**config.mk**
```make
export PLATFORM = sky130hd
export DESIGN_NAME = id_find_or_allocate_map
export DESIGN_NICKNAME = d
export VERILOG_FILES = /design/src/idfam_pkg.sv /design/src/idfam_ram.sv /design/src/idfam_ctrl.sv /design/src/id_find_or_allocate_map.sv
export SDC_FILE = /design/constraint.sdc
export NUM_CORES = 2
export LEC_CHECK = 0
export ABC_CLOCK_PERIOD_IN_PS = 14570
export BUFFER_PORTS_ARGS = -buffer_cell sky130_fd_sc_hd__buf_2
export CAP_MARGIN = 25
export CORE_ASPECT_RATIO = 0.8
export CORE_UTILIZATION = 34
export CTS_CLUSTER_DIAMETER = 100
export DETAILED_ROUTE_END_ITERATION = 8
export HOLD_SLACK_MARGIN = 0.06
export PLACE_DENSITY = 0.48
export SLEW_MARGIN = 0
export SYNTH_ARGS = -nofsm -noshare
export SYNTH_HDL_FRONTEND = slang
export SYNTH_SLANG_ARGS = --single-unit
```
**constraint.sdc**
```tcl
create_clock -name aclk -period 14.57 [get_ports aclk]
set_input_delay 1.457 -clock aclk [delete_from_list [all_inputs] [get_ports aclk]]
set_output_delay 1.457 -clock aclk [all_outputs]
set_load 0.02 [all_outputs]
```
**src/idfam_pkg.sv**
```systemverilog
// Shared types and constants for the identifier find-or-allocate map.
// Depends on nothing; used by the controller, the top level and the checker.
`default_nettype none

package idfam_pkg;

    localparam int MAP_ENTRIES = 64;
    localparam int ID_W        = 32;
    localparam int IDX_W       = (MAP_ENTRIES > 1) ? $clog2(MAP_ENTRIES) : 1;
    localparam int CNT_W       = $clog2(MAP_ENTRIES + 1);

    typedef enum logic [1:0] {
        OUT_HIT  = 2'd0,
        OUT_NEW  = 2'd1,
        OUT_FULL = 2'd2,
        OUT_OFF  = 2'd3
    } outcome_t;

    typedef enum logic [1:0] {
        ST_IDLE,
        ST_SEARCH,
        ST_RESULT
    } ctrl_state_t;

    typedef struct packed {
        logic [ID_W-1:0] id;
        outcome_t        code;
    } idfam_res_t;

endpackage

`default_nettype wire

```
**src/idfam_ram.sv**
```systemverilog
// Simple dual-port synchronous RAM: one write port, one read port with a
// registered read. Depends on nothing.
`default_nettype none

module idfam_ram #(
    parameter int DEPTH = 64,
    parameter int WIDTH = 32,
    localparam int AW   = (DEPTH > 1) ? $clog2(DEPTH) : 1
) (
    input  wire logic             aclk,
    input  wire logic             wr_en,
    input  wire logic [AW-1:0]    wr_addr,
    input  wire logic [WIDTH-1:0] wr_data,
    input  wire logic             rd_en,
    input  wire logic [AW-1:0]    rd_addr,
    output logic      [WIDTH-1:0] rd_data
);

    logic [WIDTH-1:0] mem_array [DEPTH];
    logic [WIDTH-1:0] rd_data_reg;

    always_ff @(posedge aclk) begin
        if (wr_en) begin
            mem_array[wr_addr] <= wr_data;
        end
    end

    always_ff @(posedge aclk) begin
        if (rd_en) begin
            rd_data_reg <= mem_array[rd_addr];
        end
    end

    assign rd_data = rd_data_reg;

endmodule

`default_nettype wire

```
**src/idfam_ctrl.sv**
```systemverilog
// Search and allocate sequencer: walks the occupied entries one per cycle,
// appends on a miss while not full. Depends on idfam_pkg; drives both ports of idfam_ram.
`default_nettype none

module idfam_ctrl (
    input  wire logic                    aclk,
    input  wire logic                    aresetn,
    input  wire logic                    cfg_valid,
    input  wire logic                    cfg_data,
    input  wire logic                    s_valid,
    output logic                         s_ready,
    input  wire logic [idfam_pkg::ID_W-1:0]  s_gid,
    output logic                         ram_wr_en,
    output logic [idfam_pkg::IDX_W-1:0]  ram_wr_addr,
    output logic [idfam_pkg::ID_W-1:0]   ram_wr_data,
    output logic                         ram_rd_en,
    output logic [idfam_pkg::IDX_W-1:0]  ram_rd_addr,
    input  wire logic [idfam_pkg::ID_W-1:0]  ram_rd_data,
    output logic                         res_valid,
    input  wire logic                    res_ready,
    output idfam_pkg::idfam_res_t        res
);
    import idfam_pkg::*;

    ctrl_state_t      state_reg,  state_next;
    logic [IDX_W-1:0] idx_reg,    idx_next;
    logic [CNT_W-1:0] count_reg,  count_next;
    logic [ID_W-1:0]  gid_reg,    gid_next;
    idfam_res_t       res_reg,    res_next;
    logic             enable_reg, enable_next;

    logic [CNT_W-1:0] idx_plus;
    logic [CNT_W-1:0] count_plus;

    assign idx_plus   = CNT_W'(idx_reg) + CNT_W'(1);
    assign count_plus = count_reg + CNT_W'(1);

    always_ff @(posedge aclk) begin
        if (!aresetn) begin
            state_reg  <= ST_IDLE;
            count_reg  <= '0;
            enable_reg <= 1'b1;
        end else begin
            state_reg  <= state_next;
            count_reg  <= count_next;
            enable_reg <= enable_next;
        end
    end

    always_ff @(posedge aclk) begin
        idx_reg <= idx_next;
        gid_reg <= gid_next;
        res_reg <= res_next;
    end

    always_comb begin
        state_next  = state_reg;
        idx_next    = idx_reg;
        count_next  = count_reg;
        gid_next    = gid_reg;
        res_next    = res_reg;
        enable_next = enable_reg;
        ram_wr_en   = 1'b0;
        ram_wr_addr = count_reg[IDX_W-1:0];
        ram_wr_data = gid_reg;
        ram_rd_en   = 1'b0;
        ram_rd_addr = '0;

        if (cfg_valid) begin
            enable_next = cfg_data;
        end

        unique case (state_reg)
            ST_IDLE: begin
                if (s_valid) begin
                    gid_next = s_gid;
                    if (!enable_reg) begin
                        res_next.id   = s_gid;
                        res_next.code = OUT_OFF;
                        state_next    = ST_RESULT;
                    end else if (count_reg == '0) begin
                        // Empty table: the first identifier goes straight to entry zero.
                        ram_wr_en     = 1'b1;
                        ram_wr_addr   = '0;
                        ram_wr_data   = s_gid;
                        count_next    = CNT_W'(1);
                        res_next.id   = ID_W'(1);
                        res_next.code = OUT_NEW;
                        state_next    = ST_RESULT;
                    end else begin
                        ram_rd_en   = 1'b1;
                        ram_rd_addr = '0;
                        idx_next    = '0;
                        state_next  = ST_SEARCH;
                    end
                end
            end
            ST_SEARCH: begin
                // ram_rd_data holds the entry at idx_reg, read in the previous cycle.
                if (ram_rd_data == gid_reg) begin
                    res_next.id   = ID_W'(idx_plus);
                    res_next.code = OUT_HIT;
                    state_next    = ST_RESULT;
                end else if (idx_plus == count_reg) begin
                    if (count_reg != CNT_W'(MAP_ENTRIES)) begin
                        ram_wr_en     = 1'b1;
                        count_next    = count_plus;
                        res_next.id   = ID_W'(count_plus);
                        res_next.code = OUT_NEW;
                    end else begin
                        res_next.id   = gid_reg;
                        res_next.code = OUT_FULL;
                    end
                    state_next = ST_RESULT;
                end else begin
                    ram_rd_en   = 1'b1;
                    ram_rd_addr = idx_plus[IDX_W-1:0];
                    idx_next    = idx_plus[IDX_W-1:0];
                end
            end
            ST_RESULT: begin
                if (res_ready) begin
                    state_next = ST_IDLE;
                end
            end
            default: begin
                state_next = ST_IDLE;
            end
        endcase
    end

    assign s_ready   = (state_reg == ST_IDLE);
    assign res_valid = (state_reg == ST_RESULT);
    assign res       = res_reg;

endmodule

`default_nettype wire

```
**src/id_find_or_allocate_map.sv**
```systemverilog
// Top level of the identifier find-or-allocate map: stream ports, output
// register, sequencer and table memory. Depends on idfam_pkg, idfam_ctrl, idfam_ram.
`default_nettype none

//  Channel   Direction  Handshake             Payload
//  s_        in         s_tvalid / s_tready   s_tdata: global_id
//  m_        out        m_tvalid / m_tready   m_tdata: mapped_id, m_tuser: outcome
//  cfg_      in         cfg_valid / cfg_ready cfg_data: translate_enable
//
// An item whose identifier misses the table is compared with every occupied
// entry before the next word can be accepted; a hit at position k (local
// number k + 1) ends the search there, and an empty table or disabled
// translation skips it. The worst case, a miss on a full table, is set by the
// one-entry-per-cycle read port of the table. Reset clears the fill count but
// not the table memory, so the block is ready in the cycle after reset without
// a clearing pass. A stalled m_ side holds the result in the output register;
// the next word is accepted once that register can take its result.

module id_find_or_allocate_map (
    input  wire logic        aclk,
    input  wire logic        aresetn,
    // Input words. s_tdata[31:0] = global_id.
    input  wire logic        s_tvalid,
    output logic             s_tready,
    input  wire logic [31:0] s_tdata,
    // Result words. m_tdata[31:0] = mapped_id.
    output logic             m_tvalid,
    input  wire logic        m_tready,
    output logic [31:0]      m_tdata,
    // m_tuser[1:0] = outcome.
    output logic [1:0]       m_tuser,
    // Configuration. cfg_data[0] = translate_enable.
    input  wire logic        cfg_valid,
    output logic             cfg_ready,
    input  wire logic        cfg_data
);
    import idfam_pkg::*;

    logic             ram_wr_en;
    logic [IDX_W-1:0] ram_wr_addr;
    logic [ID_W-1:0]  ram_wr_data;
    logic             ram_rd_en;
    logic [IDX_W-1:0] ram_rd_addr;
    logic [ID_W-1:0]  ram_rd_data;

    logic             res_valid;
    logic             res_ready;
    idfam_res_t       res;

    logic             out_valid_reg, out_valid_next;
    idfam_res_t       out_res_reg,   out_res_next;

    // The register is always writable; the user must write it only while the block is idle (not enforced).
    assign cfg_ready = 1'b1;

    idfam_ctrl u_ctrl (
        .aclk        (aclk),
        .aresetn     (aresetn),
        .cfg_valid   (cfg_valid),
        .cfg_data    (cfg_data),
        .s_valid     (s_tvalid),
        .s_ready     (s_tready),
        .s_gid       (s_tdata),
        .ram_wr_en   (ram_wr_en),
        .ram_wr_addr (ram_wr_addr),
        .ram_wr_data (ram_wr_data),
        .ram_rd_en   (ram_rd_en),
        .ram_rd_addr (ram_rd_addr),
        .ram_rd_data (ram_rd_data),
        .res_valid   (res_valid),
        .res_ready   (res_ready),
        .res         (res)
    );

    // The sequencer only writes after a miss and reads again only for the next
    // word, so a read never overlaps a write to the same entry.
    idfam_ram #(
        .DEPTH (MAP_ENTRIES),
        .WIDTH (ID_W)
    ) u_ram (
        .aclk    (aclk),
        .wr_en   (ram_wr_en),
        .wr_addr (ram_wr_addr),
        .wr_data (ram_wr_data),
        .rd_en   (ram_rd_en),
        .rd_addr (ram_rd_addr),
        .rd_data (ram_rd_data)
    );

    // Output register: takes a new result when empty or when its word leaves.
    assign res_ready = !out_valid_reg || m_tready;

    always_comb begin
        out_valid_next = out_valid_reg;
        out_res_next   = out_res_reg;
        if (m_tready) begin
            out_valid_next = 1'b0;
        end
        if (res_valid && res_ready) begin
            out_valid_next = 1'b1;
            out_res_next   = res;
        end
    end

    always_ff @(posedge aclk) begin
        if (!aresetn) begin
            out_valid_reg <= 1'b0;
        end else begin
            out_valid_reg <= out_valid_next;
        end
    end

    always_ff @(posedge aclk) begin
        out_res_reg <= out_res_next;
    end

    assign m_tvalid = out_valid_reg;
    assign m_tdata  = out_res_reg.id;
    assign m_tuser  = out_res_reg.code;

endmodule

`default_nettype wire

```
==> reports/qor.yml <==
synthesis:
  netlist_instances: 5649
  synthXorXnorAreaFrac_pct: 0.517
  synthTopCellsByArea: "edfxtp_1 (77%), a21oi_1 (3.8%), mux2i_1 (3.1%)"
  synth_nets: 5690
  synth_flop_cell: "edfxtp_1"
  synthAdderAreaFrac_pct: 0.0439
  synth_top_family_by_area: "compound AO/OA/AOI/OAI gates"
  synth-seq-cells: 2197
  yosysTopAreaCell: "edfxtp_1"
  synth_edf_count: 2186
  yosysSeqAreaShare_pct: 77.1
  synth-compound-area-share_pct: 9.42
  synth_area_um2: 85500
  synthMuxAreaShare_pct: 3.56
  synth-simple-area-share_pct: 7.20
  async_flop_share_pct: 0
  synthDistinctLibCells: 72
  synth_top_area_share_pct: 76.8
  yosys_warnings: 0
  syn_area_per_cell_um2: 15.1
sta:
  skew_ps: 78.1
  worstMarginPinSlew_ps: 1200
  post-route-min-period_ps: 6650
  finalHoldViolations: 0
  tns_ps: 0
  finalSetupViolCount: 0
  maxSlewViolCount: 0
  finalCritPeriodShare_pct: 45.6
  setup_slack_ps: 7920
  rsz0062_at_grt: "false"
  fmax_ghz: 0.150
  maxSlewHeadroom_pct: 19.7
critical_path:
  cp_cell_sequence: "buf_12, nand3_2, xor2_2, xnor2_1, or4_4, nand2_4, buf_4, buf_4, o22ai_1, a22oi_1, nand4_1, nand4b_1"
  crit_path_max_fanout: 78
  slowest_stage: "nand4_1"
  critPathMaxStageDelay_ps: 830
  crit_buf_inv: 3
  cp.arrival_ps: 7310
  cp-start-kind: "register"
  cpMostUsedCell: "buf_4"
  path_delay_family: "simple AND/OR/NAND/NOR gates"
  worstPathRequired_ps: 15230
  cp-end-kind: "register"
  crit_type: "register to register"
pwr:
  power_density_nw_per_um2: 138
  p_leak_nw: 31.7
  vdd_ir_drop_max_mv: 0.0878
  power.total_mw: 13.4
route:
  wl_per_cell_um: 32.5
  dr_total_vias: 52824
  viasPerCell: 5.72
  drt-initial-drc-count: 8551
  drc_errors: 0
  dr.pass1.iters: 6
  wirelength_um: 300000
  drtAntennaViolNets: 0
die:
  core_area_um2: 250000
  io_pins: 75
  start_util_pct: 34.2
  fp.dieW_um: 563
  die_y_um: 450
  dieArea_um2: 253000
  rows: 164
clocking:
  clockRootBuffer: "clkbuf_16"
  postCtsSetupBuffers: 0
  path_clk_slew_ps: 60
  clkLatencyLatePin_ps: 890
  clock_path_buffers: 4
  tritoncts: "yes"
  cts_buffers: 217
  ctsHoldBuffers: 0
  h-tree-depth: 4
  clock-sinks: 2197
  ctsResizeCount: 0
global_route:
  grt.total_usage_pct: 23.1
  antenna_found_initial: 25
  grt_pass1_vias: 49373
  grt_pass1_wl_um: 412000
  grt_max_degree: 190
  grt-ovfl-total: 0
layout:
  fin_nets: 5782
  area_delta_synth_final_pct: 13.7
  largest_register_ff_count: 2048
  drive_gt1_share_pct: 11.9
  final_cell_mix: "edfxtp_1 (2186), nand2_1 (674), a21oi_1 (650), mux2i_1 (261), o22ai_1 (232)"
  layout_commonest_cell: "edfxtp_1"
placement:
  dp_hpwl_um: 169000
  port_buffers: 73
  pre_cts_ws_ps: 8160
  gp_congestion: 0.902
status:
  status: "finished, final reports clean"
min_path:
  hp-class: "register to register"
job:
  max-cap-violations: 0
power by group:
| group | internal [mW] | switching, mW | total (mW) |
|---|---|---|---|
| clock | 2.94 | 2.41 | 5.35 |
| sequential | 7.17 | 0.0374 | 7.20 |
| combinational | 0.160 | 0.719 | 0.879 |
| total | 10.3 | 3.17 | 13.4 |
per-layer routing:
layer  vias up  global-route usage, %  wire length [um]
met3       365                   5.07             30900
met4         0                   4.79              6400
met5         -                      0                 0
li1      22261                      -                 -
met1     27509                   34.7            132000
met2      2689                   34.0            131000
per-stage QoR:
step | utilization (%) | cell area (um2) | instances | hold WS, ps
2_1_floorplan | - | 85500 | 5649 | 400
3_3_place_gp | 36.3 | 90500 | 8838 | 401
3_5_place_dp | 36.3 | 90600 | 8840 | 405
4_1_cts | 38.9 | 97100 | 9228 | 417
5_1_grt | 38.9 | 97100 | 9230 | 425
6_report | 38.9 | 97100 | 9236 | 414
path summary, 6_finish.rpt:
kind                           from  slack, ps  cells past startpoint                end
hold / removal        u_ctrl.res[5]        410                      0         m_tdata[3]
hold reg to reg       u_ctrl.res[5]        410                      0         m_tdata[3]
setup / recovery  u_ctrl.idx_reg[0]       7920                     12  u_ram.rd_data[21]
setup reg to reg  u_ctrl.idx_reg[0]       7920                     12  u_ram.rd_data[21]
Yosys cell counts, types with 6 or more instances:
| library cell | n |
|---|---|
| dfxtp_1 | 11 |
| clkbuf_1 | 248 |
| o21ai_0 | 19 |
| a21oi_1 | 651 |
| a21boi_0 | 10 |
| o22ai_1 | 233 |
| nor4_1 | 12 |
| buf_2 | 100 |
| a31oi_1 | 35 |
| nand4_1 | 138 |
| xnor2_1 | 9 |
| and4_1 | 6 |
| nand4b_1 | 10 |
| a31o_2 | 14 |
| a2111oi_2 | 8 |
| a22oi_1 | 223 |
| edfxtp_1 | 2186 |
| and3_1 | 7 |
| mux2i_1 | 261 |
| buf_4 | 8 |
| buf_1 | 28 |
| nor3_1 | 230 |
| nand3_1 | 117 |
| a211oi_1 | 15 |
| o221ai_1 | 12 |
| a22o_1 | 36 |
| nand2_1 | 677 |
| mux2_2 | 38 |
| xor2_1 | 37 |
| a222oi_1 | 24 |
| inv_1 | 59 |
| nor2_1 | 96 |
| or3_1 | 14 |
final cells by class:
cell class | count | area, um2
clock buffers | 286 | 5750
multi-input cells | 3004 | 18400
clock inverters | 102 | 752
flip-flops and latches | 2197 | 65900
well taps | 3320 | 4150
diodes | 6 | 15.0
fillers | 23016 | 153000
repair buffers | 262 | 1940
inverters | 59 | 221
cell families (layout without fill, tap and decap cells):
group / after synthesis / after routing
adders and majority gates: 3 / 3
buffers and inverters: 448 / 709
muxes: 299 / 299
and+or+nand+nor: 1342 / 1342
AOI/OAI and AO/OA: 1311 / 1311
other: 1 / 7
xor gates and xnor gates: 48 / 48
DFF: 2197 / 2197
No activity file was read; power rests on OpenSTA's default activity.
